### config.mk
export PLATFORM = sky130hd
export DESIGN_NAME = client_table_with_aging_core_flat
export DESIGN_NICKNAME = d
export VERILOG_FILES = /design/src/sv/ctwa_pkg.sv /design/src/sv/ctwa_if.sv /design/src/sv/ctwa_ram.sv /design/src/sv/ctwa_cmp.sv /design/src/sv/client_table_with_aging_core.sv /design/src/flat_wrapper.sv
export SDC_FILE = /design/constraint.sdc
export NUM_CORES = 1
export LEC_CHECK = 0
export BUFFER_PORTS_ARGS = -buffer_cell sky130_fd_sc_hd__buf_2
export CORE_MARGIN = 4
export CORE_UTILIZATION = 50
export DETAILED_ROUTE_END_ITERATION = 6
export PLACE_DENSITY_LB_ADDON = 0.12
export SLEW_MARGIN = 20
export SYNTH_ARGS = -nofsm -noshare
export SYNTH_HDL_FRONTEND = slang
export SYNTH_SLANG_ARGS = --single-unit
### constraint.sdc
create_clock -name clk -period 14.98 [get_ports clk]
set_input_delay 1.498 -clock clk [delete_from_list [all_inputs] [get_ports clk]]
set_output_delay 1.498 -clock clk [all_outputs]
set_load 0.03 [all_outputs]
### src/sv/ctwa_pkg.sv
// ----------------------------------------------------------------------------
// ctwa_pkg
// Shared types, widths and codes for the client table with aging.
// ----------------------------------------------------------------------------
package ctwa_pkg;

  // default table size
  localparam int TABLE_ENTRIES_DEF = 8;

  // field widths
  localparam int ADDR_W   = 32;
  localparam int PORT_W   = 16;
  localparam int TIME_W   = 32;
  localparam int ACTION_W = 2;
  localparam int SLOT_W   = 3;
  localparam int COUNT_W  = 4;
  localparam int CFG_IDX_W  = 8;
  localparam int CFG_DATA_W = 32;

  // operation codes
  localparam logic OP_DISCOVERY = 1'b0;
  localparam logic OP_TICK      = 1'b1;

  // action codes
  localparam logic [ACTION_W-1:0] ACT_NONE    = 2'd0;
  localparam logic [ACTION_W-1:0] ACT_UPDATED = 2'd1;
  localparam logic [ACTION_W-1:0] ACT_ADDED   = 2'd2;
  localparam logic [ACTION_W-1:0] ACT_FULL    = 2'd3;

  // register indexes
  localparam logic [CFG_IDX_W-1:0] REG_CLIENT_TIMEOUT = 8'd0;
  localparam logic [CFG_IDX_W-1:0] REG_SWEEP_INTERVAL = 8'd1;

  // register reset values
  localparam logic [TIME_W-1:0] CLIENT_TIMEOUT_RST = 32'd30000;
  localparam logic [TIME_W-1:0] SWEEP_INTERVAL_RST = 32'd10000;

  // one stored table entry
  typedef struct packed {
    logic [ADDR_W-1:0] address;
    logic [PORT_W-1:0] port;
    logic [TIME_W-1:0] last_seen;
  } entry_t;

  // result of the shared compare unit
  typedef struct packed {
    logic eq;   // a equals b
    logic gt;   // (a - b) mod 2^32 exceeds limit
  } cmp_res_t;

endpackage

### src/sv/ctwa_if.sv
// ----------------------------------------------------------------------------
// ctwa_if
// Valid/ready channels of the client table: input word, result word and
// configuration write.
// ----------------------------------------------------------------------------
interface ctwa_in_if
  import ctwa_pkg::*;
();
  logic              valid;
  logic              ready;
  logic              operation;
  logic [ADDR_W-1:0] client_address;
  logic [PORT_W-1:0] client_port;
  logic [TIME_W-1:0] now_ms;

  modport source (output valid, operation, client_address, client_port, now_ms,
                  input ready);
  modport sink   (input valid, operation, client_address, client_port, now_ms,
                  output ready);
endinterface

interface ctwa_out_if
  import ctwa_pkg::*;
();
  logic                valid;
  logic                ready;
  logic [ACTION_W-1:0] action;
  logic [SLOT_W-1:0]   slot;
  logic                swept;
  logic [COUNT_W-1:0]  removed_count;
  logic [COUNT_W-1:0]  client_count;

  modport source (output valid, action, slot, swept, removed_count, client_count,
                  input ready);
  modport sink   (input valid, action, slot, swept, removed_count, client_count,
                  output ready);
endinterface

interface ctwa_cfg_if
  import ctwa_pkg::*;
();
  logic                  valid;
  logic                  ready;
  logic [CFG_IDX_W-1:0]  index;
  logic [CFG_DATA_W-1:0] data;

  modport source (output valid, index, data, input ready);
  modport sink   (input valid, index, data, output ready);
endinterface

### src/sv/ctwa_ram.sv
// ----------------------------------------------------------------------------
// ctwa_ram
// Generic single-write, single-read RAM with registered read data.
// ----------------------------------------------------------------------------
module ctwa_ram #(
  parameter int WIDTH = 8,
  parameter int DEPTH = 8,
  parameter int AW    = (DEPTH > 1) ? $clog2(DEPTH) : 1
) (
  input  logic             clk,
  input  logic             we,
  input  logic [AW-1:0]    wr_addr,
  input  logic [WIDTH-1:0] wr_data,
  input  logic [AW-1:0]    rd_addr,
  output logic [WIDTH-1:0] rd_data
);

  logic [WIDTH-1:0] mem [DEPTH];

  // write port and registered read port
  always_ff @(posedge clk) begin
    if (we) begin
      mem[wr_addr] <= wr_data;
    end
    rd_data <= mem[rd_addr];
  end

endmodule

### src/sv/ctwa_cmp.sv
// ----------------------------------------------------------------------------
// ctwa_cmp
// Shared compare unit: equality for address lookup, wrapping age against a
// limit for the sweep decision and for entry expiry.
// ----------------------------------------------------------------------------
module ctwa_cmp
  import ctwa_pkg::*;
(
  input  logic [TIME_W-1:0] a,
  input  logic [TIME_W-1:0] b,
  input  logic [TIME_W-1:0] limit,
  output cmp_res_t          res
);

  logic [TIME_W-1:0] diff;

  // wrapping difference, compared without sign
  always_comb begin
    diff   = a - b;
    res.eq = (a == b);
    res.gt = (diff > limit);
  end

endmodule

### src/sv/client_table_with_aging_core.sv
// ----------------------------------------------------------------------------
// client_table_with_aging_core
// Client table with address lookup, lowest-free-slot insert and timed expiry.
// ----------------------------------------------------------------------------
// One word is handled at a time. Entries live in a RAM with one write and
// one read port and a registered read, so every entry visit has a read step,
// then a compare step in the shared compare unit. A tick goes straight to
// the sweep decision. A discovery first runs the lookup (a hit ends the
// lookup early) and the entry write, then the sweep decision. A sweep visits
// every entry. The result then loads into the result register once that
// register is free. The input is not ready while a word is in work. The
// result register holds its word until taken. Configuration writes are
// taken at any time and should land only while the block is idle.
// Address, port and last-seen contents are undefined until written; active
// marks, the entry count and the last sweep time clear on reset.
module client_table_with_aging_core
  import ctwa_pkg::*;
#(
  parameter int TABLE_ENTRIES = TABLE_ENTRIES_DEF
) (
  input  logic       clk,
  input  logic       rst,
  ctwa_in_if.sink    item,
  ctwa_out_if.source result,
  ctwa_cfg_if.sink   cfg
);

  localparam int IDX_W   = (TABLE_ENTRIES > 1) ? $clog2(TABLE_ENTRIES) : 1;
  localparam int CNT_W   = $clog2(TABLE_ENTRIES + 1);
  localparam int ENTRY_W = $bits(entry_t);
  localparam logic [IDX_W-1:0] LAST_IDX = IDX_W'(TABLE_ENTRIES - 1);

  // sequencer states
  localparam logic [2:0] S_IDLE  = 3'd0;
  localparam logic [2:0] S_MRD   = 3'd1;
  localparam logic [2:0] S_MCMP  = 3'd2;
  localparam logic [2:0] S_WR    = 3'd3;
  localparam logic [2:0] S_SWCHK = 3'd4;
  localparam logic [2:0] S_SRD   = 3'd5;
  localparam logic [2:0] S_SCMP  = 3'd6;
  localparam logic [2:0] S_OUT   = 3'd7;

  logic [2:0] st;

  // configuration registers
  logic [TIME_W-1:0] client_timeout;
  logic [TIME_W-1:0] sweep_interval;

  // table state
  logic [TABLE_ENTRIES-1:0] active;
  logic [CNT_W-1:0]         count;
  logic [TIME_W-1:0]        last_sweep;

  // latched input word
  logic [ADDR_W-1:0] addr;
  logic [PORT_W-1:0] port;
  logic [TIME_W-1:0] now;

  // scan state
  logic [IDX_W-1:0]    idx;
  logic                found;
  logic                free_ok;
  logic [IDX_W-1:0]    free_idx;
  logic [IDX_W-1:0]    slot_idx;
  logic [ACTION_W-1:0] action;
  logic                swept;
  logic [CNT_W-1:0]    removed;

  // output register
  logic                out_valid;
  logic [ACTION_W-1:0] out_action;
  logic [SLOT_W-1:0]   out_slot;
  logic                out_swept;
  logic [COUNT_W-1:0]  out_removed;
  logic [COUNT_W-1:0]  out_count;

  // RAM and compare unit hookup
  logic                ram_we;
  logic [IDX_W-1:0]    ram_wr_addr;
  entry_t              ram_wr_entry;
  logic [ENTRY_W-1:0]  ram_rd_data;
  entry_t              rd_entry;
  logic [TIME_W-1:0]   cmp_a;
  logic [TIME_W-1:0]   cmp_b;
  logic [TIME_W-1:0]   cmp_limit;
  cmp_res_t            cmp_res;
  logic                hit;
  logic                expire;

  // widened views for masking to port widths
  logic [IDX_W+SLOT_W-1:0]   slot_ext;
  logic [CNT_W+COUNT_W-1:0]  removed_ext;
  logic [CNT_W+COUNT_W-1:0]  count_ext;

  assign item.ready = (st == S_IDLE);
  assign cfg.ready  = 1'b1;

  assign result.valid         = out_valid;
  assign result.action        = out_action;
  assign result.slot          = out_slot;
  assign result.swept         = out_swept;
  assign result.removed_count = out_removed;
  assign result.client_count  = out_count;

  assign rd_entry    = entry_t'(ram_rd_data);
  assign slot_ext    = {{SLOT_W{1'b0}}, slot_idx};
  assign removed_ext = {{COUNT_W{1'b0}}, removed};
  assign count_ext   = {{COUNT_W{1'b0}}, count};

  // entry hits and expiries, gated by the active mark
  assign hit    = active[idx] & cmp_res.eq;
  assign expire = active[idx] & cmp_res.gt;

  // entry write on update or insert
  always_comb begin
    ram_we               = (st == S_WR) && (found || free_ok);
    ram_wr_addr          = found ? slot_idx : free_idx;
    ram_wr_entry.address   = addr;
    ram_wr_entry.port      = port;
    ram_wr_entry.last_seen = now;
  end

  // steer the shared compare unit
  always_comb begin
    unique case (st)
      S_MCMP: begin
        cmp_a     = addr;
        cmp_b     = rd_entry.address;
        cmp_limit = sweep_interval;
      end
      S_SCMP: begin
        cmp_a     = now;
        cmp_b     = rd_entry.last_seen;
        cmp_limit = client_timeout;
      end
      default: begin
        cmp_a     = now;
        cmp_b     = last_sweep;
        cmp_limit = sweep_interval;
      end
    endcase
  end

  ctwa_ram #(
    .WIDTH (ENTRY_W),
    .DEPTH (TABLE_ENTRIES),
    .AW    (IDX_W)
  ) u_ram (
    .clk     (clk),
    .we      (ram_we),
    .wr_addr (ram_wr_addr),
    .wr_data (ram_wr_entry),
    .rd_addr (idx),
    .rd_data (ram_rd_data)
  );

  ctwa_cmp u_cmp (
    .a     (cmp_a),
    .b     (cmp_b),
    .limit (cmp_limit),
    .res   (cmp_res)
  );

  // configuration writes; unknown indexes are dropped
  always_ff @(posedge clk) begin
    if (rst) begin
      client_timeout <= CLIENT_TIMEOUT_RST;
      sweep_interval <= SWEEP_INTERVAL_RST;
    end else if (cfg.valid) begin
      unique case (cfg.index)
        REG_CLIENT_TIMEOUT: client_timeout <= cfg.data;
        REG_SWEEP_INTERVAL: sweep_interval <= cfg.data;
        default: ;
      endcase
    end
  end

  // sequencer: lookup, write, sweep decision, expiry scan, result
  always_ff @(posedge clk) begin
    if (rst) begin
      st         <= S_IDLE;
      active     <= '0;
      count      <= '0;
      last_sweep <= '0;
      out_valid  <= 1'b0;
    end else begin
      // drop the result word once taken, unless a new one loads now
      if (out_valid && result.ready && st != S_OUT) begin
        out_valid <= 1'b0;
      end
      unique case (st)
        S_IDLE: begin
          if (item.valid) begin
            addr     <= item.client_address;
            port     <= item.client_port;
            now      <= item.now_ms;
            idx      <= '0;
            found    <= 1'b0;
            free_ok  <= 1'b0;
            free_idx <= '0;
            slot_idx <= '0;
            action   <= ACT_NONE;
            swept    <= 1'b0;
            removed  <= '0;
            st       <= (item.operation == OP_DISCOVERY) ? S_MRD : S_SWCHK;
          end
        end
        S_MRD: begin
          st <= S_MCMP;
        end
        S_MCMP: begin
          if (hit) begin
            found    <= 1'b1;
            slot_idx <= idx;
            st       <= S_WR;
          end else begin
            // remember the lowest free slot
            if (!active[idx] && !free_ok) begin
              free_ok  <= 1'b1;
              free_idx <= idx;
            end
            if (idx == LAST_IDX) begin
              st <= S_WR;
            end else begin
              idx <= idx + 1'b1;
              st  <= S_MRD;
            end
          end
        end
        S_WR: begin
          if (found) begin
            action <= ACT_UPDATED;
          end else if (free_ok) begin
            action           <= ACT_ADDED;
            slot_idx         <= free_idx;
            active[free_idx] <= 1'b1;
            count            <= count + 1'b1;
          end else begin
            action <= ACT_FULL;
          end
          st <= S_SWCHK;
        end
        S_SWCHK: begin
          if (cmp_res.gt) begin
            swept      <= 1'b1;
            last_sweep <= now;
            idx        <= '0;
            st         <= S_SRD;
          end else begin
            st <= S_OUT;
          end
        end
        S_SRD: begin
          st <= S_SCMP;
        end
        S_SCMP: begin
          if (expire) begin
            active[idx] <= 1'b0;
            count       <= count - 1'b1;
            removed     <= removed + 1'b1;
          end
          if (idx == LAST_IDX) begin
            st <= S_OUT;
          end else begin
            idx <= idx + 1'b1;
            st  <= S_SRD;
          end
        end
        S_OUT: begin
          // load the result word when the register is free
          if (!out_valid || result.ready) begin
            out_valid   <= 1'b1;
            out_action  <= action;
            out_slot    <= (action == ACT_UPDATED || action == ACT_ADDED) ?
                           slot_ext[SLOT_W-1:0] : '0;
            out_swept   <= swept;
            out_removed <= removed_ext[COUNT_W-1:0];
            out_count   <= count_ext[COUNT_W-1:0];
            st          <= S_IDLE;
          end
        end
        default: st <= S_IDLE;
      endcase
    end
  end

endmodule

### src/flat_wrapper.sv
// flat-port wrapper written by rule: the top's interface ports become plain ports
module client_table_with_aging_core_flat import ctwa_pkg::*;
#(
  parameter int TABLE_ENTRIES = TABLE_ENTRIES_DEF
)
  (clk, rst, item_valid, item_operation, item_client_address, item_client_port, item_now_ms, item_ready, result_valid, result_action, result_slot, result_swept, result_removed_count, result_client_count, result_ready, cfg_valid, cfg_index, cfg_data, cfg_ready);
  ctwa_in_if item_i ();
  ctwa_out_if result_i ();
  ctwa_cfg_if cfg_i ();
  input  logic clk;
  input  logic rst;
  input wire logic [$bits(item_i.valid)-1:0] item_valid;
  input wire logic [$bits(item_i.operation)-1:0] item_operation;
  input wire logic [$bits(item_i.client_address)-1:0] item_client_address;
  input wire logic [$bits(item_i.client_port)-1:0] item_client_port;
  input wire logic [$bits(item_i.now_ms)-1:0] item_now_ms;
  output wire logic [$bits(item_i.ready)-1:0] item_ready;
  output wire logic [$bits(result_i.valid)-1:0] result_valid;
  output wire logic [$bits(result_i.action)-1:0] result_action;
  output wire logic [$bits(result_i.slot)-1:0] result_slot;
  output wire logic [$bits(result_i.swept)-1:0] result_swept;
  output wire logic [$bits(result_i.removed_count)-1:0] result_removed_count;
  output wire logic [$bits(result_i.client_count)-1:0] result_client_count;
  input wire logic [$bits(result_i.ready)-1:0] result_ready;
  input wire logic [$bits(cfg_i.valid)-1:0] cfg_valid;
  input wire logic [$bits(cfg_i.index)-1:0] cfg_index;
  input wire logic [$bits(cfg_i.data)-1:0] cfg_data;
  output wire logic [$bits(cfg_i.ready)-1:0] cfg_ready;
  assign item_i.valid = item_valid;
  assign item_i.operation = item_operation;
  assign item_i.client_address = item_client_address;
  assign item_i.client_port = item_client_port;
  assign item_i.now_ms = item_now_ms;
  assign item_ready = item_i.ready;
  assign result_valid = result_i.valid;
  assign result_action = result_i.action;
  assign result_slot = result_i.slot;
  assign result_swept = result_i.swept;
  assign result_removed_count = result_i.removed_count;
  assign result_client_count = result_i.client_count;
  assign result_i.ready = result_ready;
  assign cfg_i.valid = cfg_valid;
  assign cfg_i.index = cfg_index;
  assign cfg_i.data = cfg_data;
  assign cfg_ready = cfg_i.ready;
  client_table_with_aging_core #(.TABLE_ENTRIES(TABLE_ENTRIES)) u_core (.clk(clk), .rst(rst), .item(item_i), .result(result_i), .cfg(cfg_i));
endmodule
==> results.yml, run 1 <==
routing:
  detail_route.iter0.violations: 1569
  firstDrtPassIters: 5
  drcViolationCount: 0
  antenna_left: 0
  vias: 18500
  routedWlPerCell_um: 24.7
  route.detailed.vias_per_inst: 5.99
  wl_um: 76400
setup_path:
  cp-end-kind: "flop"
  reg2regPathDepth: 22
  worst_r2r_endpoint: "u_core.swept"
  maximum_cell_stage_delay_along_the_critical_path_ns: 0.78
  critical_path_buf_inv_count: 2
  critPathKind: "reg2reg"
  cpMaxStageDelayCell: "sky130_fd_sc_hd__nor4_1"
  cp.required_ns: 15.30
  setup_slack_of_the_worst_register_to_register_path_ns: 7.14
  crit_path_start_kind: "flop"
  critical_path_peak_fanout: 38
  critPathTopFamily: "simple AND/OR/NAND/NOR gates"
  critical_path_arrival_ns: 8.16
  r2r_start: "u_core.st[1]"
  cp_cell_sequence: "nand2b_2 > nor2_4 > buf_4 > mux2_2 > ha_1 > nor2b_1 > o31a_1 > or2_1 > a211oi_2 > o221ai_1 > o211ai_2 > nand2b_1 > a21oi_2 > xnor2_1 > ha_1 > nand4_1 > nor4_1 > o21ai_1 > a211oi_4 > buf_4 > a21oi_1 > nor2_1"
synthesis:
  ys_ff_latch: 784
  synth_nets: 2317
  yosysUniqueCellTypes: 67
  synth_adder_area_share_pct: 2.88
  synthMuxAreaShare_pct: 4.30
  synth_area_leader_cell: "sky130_fd_sc_hd__edfxtp_1"
  synth_xor_xnor_area_share_pct: 1.03
  ys_dominant_reg_cell: "sky130_fd_sc_hd__edfxtp_1"
  synth_async_sr_flop_share_pct: 0
  synth_area_um2: 30500
  syn_area_per_cell_um2: 14.4
  synthesis.instances: 2122
  synth_edf_count: 608
  post-synth-top-area-fraction_pct: 59.9
  synth_compound_gate_area_share_pct: 11.3
  largest_family_of_logic_cells_by_synthesized_area: "compound AO/OA/AOI/OAI gates"
  synth.yosys.seq_area_share_pct: 71.5
  synth_simple_gate_area_share_pct: 7.21
  synth_area_leaders: "sky130_fd_sc_hd__edfxtp_1, sky130_fd_sc_hd__dfxtp_1, sky130_fd_sc_hd__a22oi_1"
  yosysWarningCount: 0
sta:
  final.min_clock_period_ns: 7.84
  setup-tns-final_ns: 0
  achievable-frequency_mhz: 128
  finalHoldWorstSlack_ns: 0.445
  setup-violations-final: 0
  fin_crit_sh_pct: 52.3
  hold_vio_cnt_final: 0
  grt_setup_unrepaired: "no"
  timing_worst_slew_pin_value_ns: 1.18
  fin_worst_skew_ns: 0.0235
  slew_hr_pct: 21.1
  finalMaxSlewViolations: 0
finish:
  layout.cells.most_common: "sky130_fd_sc_hd__edfxtp_1"
  sequential_cell_area_um2: 21800
  post-route-util_pct: 57.5
  most-common-layout-cells: "sky130_fd_sc_hd__edfxtp_1, sky130_fd_sc_hd__a22oi_1, sky130_fd_sc_hd__dfxtp_1"
  fin_area_um2: 34700
  flow.area_growth_from_synthesis_pct: 13.9
  fin_nets: 2437
  final.fill_count: 4736
  final_layout_size_suffix_gt1_share_pct: 15.7
  multi_input_gate_area_in_the_final_layout_um2: 8280
floorplan:
  initial_core_util_pct: 50.5
  floorplan.die.width_um: 255
  die_area_um2: 64900
  die_y_um: 255
  pin_count: 143
  floorplan.core_area_um2: 60400
  num_rows: 90
job:
  max-cap-violations: 0
place:
  io_buf_count: 125
  place_congestion: 0.844
  detailedPlacementHpwl_um: 41200
  placed_cell_area_um2: 31900
global_route:
  grtUsageTotal_pct: 23.2
  global_route.overflow_total: 0
  grt_antenna_before_repair: 2
  number_of_global_route_vias_before_repair: 18100
  grt_pass1_wl_um: 113000
  grt_max_degree: 66
worst_hold_path:
  number_of_cells_on_the_worst_hold_path: 0
  worstHoldPathType: "reg2reg"
  hold-path-endpoint: "u_core.result.swept"
  hold_start: "u_core.swept"
clock_network:
  cts_resized: 0
  tritoncts_clock_tree: "yes"
  numCtsBuffers: 81
  cts.htree.levels: 3
  cts_hold_buffers: 0
  clk-insertion-delay-late_ns: 0.63
  clock_tree.buffer_depth: 3
  cts.clk_slew.worst_paths_ns: 0.05
  cts_sinks: 784
  cts_root_buffer: "sky130_fd_sc_hd__clkbuf_16"
  postCtsSetupBuffers: 0
power_and_ir_drop:
  total_power_mw: 5.66
  ir_drop_mv: 0.115
  power.leakage_nw: 11.8
  cellPowerDensity_nw_per_um2: 163
run_status:
  outcome: "complete, no violations"
==> metrics by stage <==
step                      setup slack [ns]  instances
after global placement                7.33       2941
after floorplan                       9.26       2122
after detailed placement              7.27       2941
final                                 7.14       3093
after global routing                  6.77       3092
after CTS                             7.20       3092
==> synthesized netlist by cell type, drive strengths merged (3+ instances only) <==
| library cell | n |
|---|---|
| or3 | 4 |
| nand4 | 74 |
| nand3 | 26 |
| and4 | 4 |
| o21a | 11 |
| buf | 26 |
| mux2i | 96 |
| a21oi | 140 |
| a211oi | 9 |
| and3 | 8 |
| or2 | 3 |
| dfxtp | 176 |
| ha | 67 |
| o21ai | 38 |
| nor4 | 5 |
| clkbuf | 90 |
| a31oi | 6 |
| mux2 | 31 |
| nor3 | 10 |
| nor2 | 116 |
| nand2 | 176 |
| inv | 19 |
| edfxtp | 608 |
| and2 | 9 |
| o211ai | 3 |
| nor2b | 16 |
| xor2 | 12 |
| a22oi | 256 |
| nand2b | 6 |
| a21o | 21 |
| xnor2 | 24 |
==> cells by family after synthesis <==
group,count (synthesis)
mux,127
buf+inv,135
xor+xnor,36
other cells,1
flops,784
fa+ha+maj,69
simple gates,466
compound gates,504
==> worst register-to-register path: stages (launching register included) <==
cell and delay [ns]:
sky130_fd_sc_hd__dfxtp_1 0.57, sky130_fd_sc_hd__nand2b_2 0.53, sky130_fd_sc_hd__nor2_4 0.20, sky130_fd_sc_hd__buf_4 0.63, sky130_fd_sc_hd__mux2_2 0.44, sky130_fd_sc_hd__ha_1 0.36
sky130_fd_sc_hd__nor2b_1 0.17, sky130_fd_sc_hd__o31a_1 0.25, sky130_fd_sc_hd__or2_1 0.27, sky130_fd_sc_hd__a211oi_2 0.47, sky130_fd_sc_hd__o221ai_1 0.30, sky130_fd_sc_hd__o211ai_2 0.24
sky130_fd_sc_hd__nand2b_1 0.10, sky130_fd_sc_hd__a21oi_2 0.15, sky130_fd_sc_hd__xnor2_1 0.10, sky130_fd_sc_hd__ha_1 0.29, sky130_fd_sc_hd__nand4_1 0.14, sky130_fd_sc_hd__nor4_1 0.78
sky130_fd_sc_hd__o21ai_1 0.29, sky130_fd_sc_hd__a211oi_4 0.29, sky130_fd_sc_hd__buf_4 0.70, sky130_fd_sc_hd__a21oi_1 0.12, sky130_fd_sc_hd__nor2_1 0.16
==> flip-flops by register name, indices dropped and copies added, names as in the netlist, 4 cells and up <==
signal                       count
u_core.client_timeout           32
u_core.removed                   4
u_core.active                    8
u_core.last_sweep               32
u_core.result.removed_count      4
u_core.sweep_interval           32
u_core.u_ram.mem               512
u_core.now                      32
u_core.addr                     32
u_core.count                     4
u_core.u_ram.rd_data            64
u_core.result.client_count       4
==> routing by layer <==
layer	vias to the layer above	share of wire (%)	GRT usage [%]
li1	8446	-	-
met1	9347	43	32.3
met3	126	6.2	3.34
met4	0	2.6	6.95
met2	616	48	38.5
met5	-	0	0
==> area by class of cell <==
cell class | instances | area share [%]
antenna | 1 | 0.00721
clock buffer | 113 | 6.80
clock inverter | 38 | 1.10
multi-input combinational | 1203 | 23.9
sequential | 784 | 62.8
tap | 782 | 2.82
timing repair buffer | 153 | 2.42
inverter | 19 | 0.206
==> worst max-delay path by stage <==
stage,from,to,slack [ns],cells past startpoint
6_report,u_core.st[1],u_core.swept,7.14,22
5_1_grt,u_core.st[1],u_core.last_sweep[30],6.77,22
4_1_cts,u_core.st[1],u_core.swept,7.20,22
3_5_place_dp,u_core.st[1],u_core.swept,7.27,22
3_3_place_gp,u_core.st[1],u_core.swept,7.33,22
2_1_floorplan,u_core.st[0],u_core.swept,9.26,24
==> where the power goes <==
group	leakage [nW]	switching (mW)	total [mW]	internal, mW
logic	3.51	0.672	1.08	0.410
clock network	1.34	0.830	2.02	1.19
registers	6.93	0.0804	2.55	2.47
total	11.8	1.58	5.66	4.07
No activity file was read; power rests on OpenSTA's default activity.
==> inputs of run 2 (changes only) <==
clock period = 6.5 ns   (was 14.98 ns; I/O delays follow)
==> run 2 against run 1 <==
  * Die area stayed put
  * Routed wire length is 0.52% higher
  * Highest routed layer unchanged
  * Worst setup slack worse by 6.7 ns
  * Final area is 1.8% higher
  * Sequential cell count stayed put
  * Sequential power is 130% higher
  * Total power is 140% higher
  * Global-route usage is 0.18 points higher
==> results.yml, run 2 (same netlist as run 1, synthesis figures left out) <==
run_status:
  outcome: "complete, no violations"
routing:
  detailroute.wirelength.met2_um: 36700
  detail_route.iter0.violations: 1585
  antenna_left: 0
  vias: 18700
  wl_um: 76800
  routedWlPerCell_um: 24.6
  dr_wl_met3_um: 4860
  route.detailed.vias_per_inst: 5.98
  wl_met1_um: 33200
  top_layer: "met4"
  firstDrtPassIters: 7
  drcViolationCount: 0
clock_network:
  tritoncts_clock_tree: "yes"
  cts.clk_slew.worst_paths_ns: 0.06
  clk-insertion-delay-late_ns: 0.63
  cts_hold_buffers: 0
  cts_sinks: 784
  cts_root_buffer: "sky130_fd_sc_hd__clkbuf_16"
  cts.htree.levels: 3
  clock_tree.buffer_depth: 3
  numCtsBuffers: 81
  cts_resized: 0
sta:
  setup-tns-final_ns: 0
  fin_worst_skew_ns: 0.0257
  grt_setup_unrepaired: "no"
  setup-violations-final: 0
  slew_hr_pct: 21.4
  achievable-frequency_mhz: 166
  hold_vio_cnt_final: 0
  final.min_clock_period_ns: 6.01
  timing_worst_slew_pin_value_ns: 1.18
  final_critical_path_setup_slack_ns: 0.493
  fin_crit_sh_pct: 92.4
  finalMaxSlewViolations: 0
finish:
  final.fill_count: 4692
  fin_nets: 2471
  layout.cells.most_common: "sky130_fd_sc_hd__edfxtp_1"
  flow.area_growth_from_synthesis_pct: 15.9
  largest_reg_flops: 512
  final_layout_size_suffix_gt1_share_pct: 16.6
  regMostFlops: "u_core.u_ram.mem"
  most-common-layout-cells: "sky130_fd_sc_hd__edfxtp_1, sky130_fd_sc_hd__a22oi_1, sky130_fd_sc_hd__dfxtp_1"
  sequential_cell_area_um2: 21800
  multi_input_gate_area_in_the_final_layout_um2: 8280
  largest_regs: "u_core.u_ram.mem: 512 flops, u_core.u_ram.rd_data: 64 flops"
  antennaDiodeCount: 0
setup_path:
  critical_path_arrival_ns: 6.46
  critical_path_peak_fanout: 12
  critPathKind: "reg2reg"
  cp.required_ns: 6.96
  cp-end-kind: "flop"
  crit_path_start_kind: "flop"
  setup_slack_of_the_worst_register_to_register_path_ns: 0.49
global_route:
  grt_max_degree: 83
  grt_antenna_before_repair: 0
  grt_pass1_wl_um: 114000
  grtUsageTotal_pct: 23.4
  number_of_global_route_vias_before_repair: 18300
  global_route.overflow_total: 0
place:
  detailedPlacementHpwl_um: 43100
  io_buf_count: 125
  post-place-ws_ns: 0.283
  place_congestion: 0.847
power_and_ir_drop:
  power.leakage_nw: 12.1
  ir_drop_mv: 0.308
  cellPowerDensity_nw_per_um2: 385
floorplan:
  die_y_um: 255
  initial_core_util_pct: 50.5
  floorplan.die.width_um: 255
  num_rows: 90
  floorplan.core_area_um2: 60400
  die_area_um2: 64900
  pin_count: 143
job:
  max-cap-violations: 0
worst_hold_path:
  worstHoldPathType: "in2reg"
## run 2: cell types whose count changed in the layout (fill, tap and decap cells not counted), moves of 5 or more
| cell | previous run | this run |
|---|---|---|
| sky130_fd_sc_hd__buf_12 | 0 | 8 |
| sky130_fd_sc_hd__buf_4 | 29 | 53 |
| sky130_fd_sc_hd__bufinv_16 | 5 | 19 |
| sky130_fd_sc_hd__clkbuf_8 | 17 | 7 |
| sky130_fd_sc_hd__clkinv_1 | 4 | 12 |
| sky130_fd_sc_hd__clkinv_2 | 15 | 10 |
## run 2: path summary, 6_finish.rpt
path | end | cells after the start | start
max | u_core.last_sweep[19] | 24 | u_core.st[0]
min | u_core.addr[6] | 1 | item_client_address[6]
min reg2reg | u_core.result.swept | 0 | u_core.swept
max reg2reg | u_core.last_sweep[19] | 24 | u_core.st[0]
## run 2: cell type report
cell class / count / share of cell area, %
clock inverter: 50 / 2.19
tap: 782 / 2.77
inverter: 19 / 0.202
sequential: 784 / 61.7
clock buffer: 101 / 6.21
multi-input combinational: 1203 / 23.4
timing repair buffer: 187 / 3.49
## run 2: worst max-delay path, stage by stage (launching register included)
cell                       delay (ns)
sky130_fd_sc_hd__dfxtp_1         0.30
sky130_fd_sc_hd__nand2b_2        0.23
sky130_fd_sc_hd__nor2_4          0.16
sky130_fd_sc_hd__buf_12          0.17
sky130_fd_sc_hd__buf_4           0.15
sky130_fd_sc_hd__mux2_2          0.36
sky130_fd_sc_hd__ha_1            0.29
sky130_fd_sc_hd__or4_1           0.58
sky130_fd_sc_hd__o21ai_2         0.28
sky130_fd_sc_hd__o21ai_2         0.16
sky130_fd_sc_hd__a21boi_4        0.21
sky130_fd_sc_hd__o211ai_2        0.14
sky130_fd_sc_hd__a311o_1         0.30
sky130_fd_sc_hd__a21oi_2         0.15
sky130_fd_sc_hd__xor2_1          0.10
sky130_fd_sc_hd__ha_1            0.34
sky130_fd_sc_hd__nand4_1         0.19
sky130_fd_sc_hd__nor4_1          0.42
sky130_fd_sc_hd__buf_4           0.21
sky130_fd_sc_hd__o21ai_1         0.12
sky130_fd_sc_hd__a211oi_4        0.35
sky130_fd_sc_hd__buf_12          0.19
sky130_fd_sc_hd__buf_12          0.16
sky130_fd_sc_hd__mux2i_1         0.19
sky130_fd_sc_hd__nor2_1          0.06
## run 2: through the flow
step | hold slack (ns) | instance area, um2 | total power, mW | utilization [%] | cells
CTS | 0.167 | 35200 | 13.7 | 58.4 | 3119
floorplan | 0.400 | 30500 | 7.63 | - | 2122
global route | 0.167 | 35300 | 14.1 | 58.5 | 3126
finish | 0.197 | 35300 | 13.6 | 58.5 | 3126
detailed placement | 0.437 | 32300 | 8.57 | 53.4 | 2968
global placement | 0.439 | 32200 | 8.50 | 53.4 | 2967
## run 2: timing repair
item                                    in CTS  in global routing
endpoints found under the setup margin       0                 38
buffers inserted                             0                  6
hold endpoints to repair                     0                  0
## run 2: where the power goes
group | internal [mW] | total [mW] | leakage [nW] | switching [mW]
Clock | 3.16 | 5.10 | 1.44 | 1.94
Combinational | 1.04 | 2.61 | 3.73 | 1.58
Sequential | 5.69 | 5.88 | 6.93 | 0.183
Total | 9.90 | 13.6 | 12.1 | 3.70
## run 2: layer usage
| metal | vias to the layer above | GRT usage (%) |
|---|---|---|
| met3 | 128 | 3.53 |
| li1 | 8506 | - |
| met4 | 0 | 6.53 |
| met5 | - | 0 |
| met1 | 9405 | 33.1 |
| met2 | 640 | 38.4 |
==> inputs of run 3 (changes only) <==
SYNTH_HIERARCHICAL = 1   (was default)
==> run 3 against run 2 <==
  * Total power rose by 11%
  * Clock-buffer cell count rose by 5
  * First-iteration DRC count rose by 3.2%
  * Die area rose by 5.4%
  * Largest power group unchanged
  * Via count fell by 2.2%
==> results.yml, run 3 <==
run_status:
  outcome: "complete, no violations"
clock_network:
  cts.htree.levels: 3
  numCtsBuffers: 80
  postCtsSetupBuffers: 0
  clk-insertion-delay-late_ns: 0.62
  cts_sinks: 784
  tritoncts_clock_tree: "yes"
  clock_tree.buffer_depth: 3
  cts.clk_slew.worst_paths_ns: 0.07
  cts_resized: 0
  cts_hold_buffers: 0
  cts_root_buffer: "sky130_fd_sc_hd__clkbuf_16"
setup_path:
  cp-end-kind: "flop"
  critical_path_peak_fanout: 51
  critPathKind: "reg2reg"
  crit_path_start_kind: "flop"
  critical_path_arrival_ns: 6.36
  cp.required_ns: 6.82
power_and_ir_drop:
  ir_drop_mv: 0.235
  sequential_share_of_power_pct: 40.6
  comb_pwr_share_pct: 29.8
  cellPowerDensity_nw_per_um2: 413
  p_switching_mw: 4.60
  clock_power_share_pct: 29.6
  netSwitchingFraction_pct: 30.6
  power.leakage_nw: 12.4
  p_int_mw: 10.4
routing:
  vias: 18300
  routedWlPerCell_um: 23.1
  antenna_left: 0
  drcViolationCount: 0
  firstDrtPassIters: 5
  detail_route.iter0.violations: 1636
  route.detailed.vias_per_inst: 5.69
  wl_um: 74200
sta:
  final_critical_path_setup_slack_ns: 0.461
  timing_worst_slew_pin_value_ns: 1.13
  fin_worst_skew_ns: 0.0227
  setup-violations-final: 0
  hold_vio_cnt_final: 0
  slew_hr_pct: 24.6
  setup-tns-final_ns: 0
  achievable-frequency_mhz: 166
  final.min_clock_period_ns: 6.04
  finalMaxSlewViolations: 0
  grt_setup_unrepaired: "no"
  fin_crit_sh_pct: 92.9
synthesis:
  synth_area_um2: 32200
  syn_area_per_cell_um2: 14.9
  synth_nets: 2347
  yosysWarningCount: 6
  synthesis.instances: 2152
worst_hold_path:
  worstHoldPathType: "in2reg"
place:
  io_buf_count: 125
  place_congestion: 0.861
  detailedPlacementHpwl_um: 43100
  post-place-ws_ns: 0.371
finish:
  final.fill_count: 4913
  antennaDiodeCount: 0
  flow.area_growth_from_synthesis_pct: 13.3
  sequential_cell_area_um2: 21800
  layout.cells.most_common: "sky130_fd_sc_hd__edfxtp_1"
  largest_regs: "u_core/u_ram/mem: 512 flops, u_core/u_ram/rd_data: 64 flops"
  largest_reg_flops: 512
  multi_input_gate_area_in_the_final_layout_um2: 9610
  regMostFlops: "u_core/u_ram/mem"
  fin_nets: 2495
  most-common-layout-cells: "sky130_fd_sc_hd__edfxtp_1, sky130_fd_sc_hd__nand2_1, sky130_fd_sc_hd__dfxtp_1"
  final_layout_size_suffix_gt1_share_pct: 23.1
floorplan:
  pin_count: 143
  initial_core_util_pct: 50.7
  die_y_um: 262
  floorplan.die.width_um: 262
  floorplan.core_area_um2: 63400
  num_rows: 92
  die_area_um2: 68500
global_route:
  grt_antenna_before_repair: 0
  global_route.overflow_total: 0
  number_of_global_route_vias_before_repair: 18200
  grtUsageTotal_pct: 21.7
  grt_pass1_wl_um: 112000
  grt_max_degree: 119
job:
  max-cap-violations: 0
run 3: power groups by stage:
stage	Sequential [mW]	Combinational (mW)	Clock [mW]
final	6.11	4.48	4.45
after global placement	6.20	4.38	0
after global routing	6.16	4.98	4.77
after floorplan	6.10	3.28	0
after CTS	6.11	4.48	4.57
after detailed placement	6.22	4.46	0
run 3: final cells by class:
class	count	area share [%]
well taps	846	2.90
inverters	76	0.783
flip-flops and latches	784	59.8
repair buffers	184	3.18
clock buffers	106	5.90
clock inverters	41	1.09
multi-input cells	1174	26.4
run 3: final timing paths:
path	start	to	slack, ns	cells past startpoint
hold reg to reg	u_core/last_sweep[28]	u_core/last_sweep[28]	0.46	2
setup reg to reg	u_core/st[0]	u_core/removed[1]	0.46	24
hold / removal	item_now_ms[29]	u_core/now[29]	0.21	1
setup / recovery	u_core/st[0]	u_core/removed[1]	0.46	24
run 3: stage by stage:
stage	instance area, um2	hold WS, ns	util (%)	std cells	total power, mW
global route	36400	0.171	57.5	3211	15.9
global placement	33800	0.432	53.4	3059	10.6
CTS	36400	0.159	57.4	3206	15.2
finish	36400	0.207	57.5	3211	15.0
floorplan	32200	0.400	-	2152	9.38
detailed placement	33800	0.445	53.4	3059	10.7
run 3: routing by layer:
metal	up-vias	share of wire (%)	GRT usage, %
li1	8311	-	-
met1	9373	45	31.5
met2	476	47	34.5
met3	106	4.7	3.29
met4	0	2.6	6.14
met5	-	0	0
run 3: worst max-delay path, cell delays in order, from the launching register on:
cell and delay [ns]:
sky130_fd_sc_hd__dfxtp_1 0.32, sky130_fd_sc_hd__nand2b_2 0.15, sky130_fd_sc_hd__buf_4 0.51, sky130_fd_sc_hd__nand2_1 0.10, sky130_fd_sc_hd__o21ai_0 0.13, sky130_fd_sc_hd__inv_1 0.08, sky130_fd_sc_hd__ha_1 0.39, sky130_fd_sc_hd__o211ai_1 0.15
sky130_fd_sc_hd__a21oi_2 0.18, sky130_fd_sc_hd__o2111ai_2 0.25, sky130_fd_sc_hd__o41ai_4 0.40, sky130_fd_sc_hd__a31oi_2 0.22, sky130_fd_sc_hd__o41ai_2 0.41, sky130_fd_sc_hd__xnor2_1 0.12, sky130_fd_sc_hd__ha_1 0.31, sky130_fd_sc_hd__nand4_1 0.15
sky130_fd_sc_hd__nor4_1 0.39, sky130_fd_sc_hd__a221oi_1 0.17, sky130_fd_sc_hd__a31oi_1 0.28, sky130_fd_sc_hd__inv_1 0.12, sky130_fd_sc_hd__nor2_2 0.19, sky130_fd_sc_hd__buf_4 0.16, sky130_fd_sc_hd__nand2_1 0.05, sky130_fd_sc_hd__a21oi_1 0.30
sky130_fd_sc_hd__buf_4 0.20
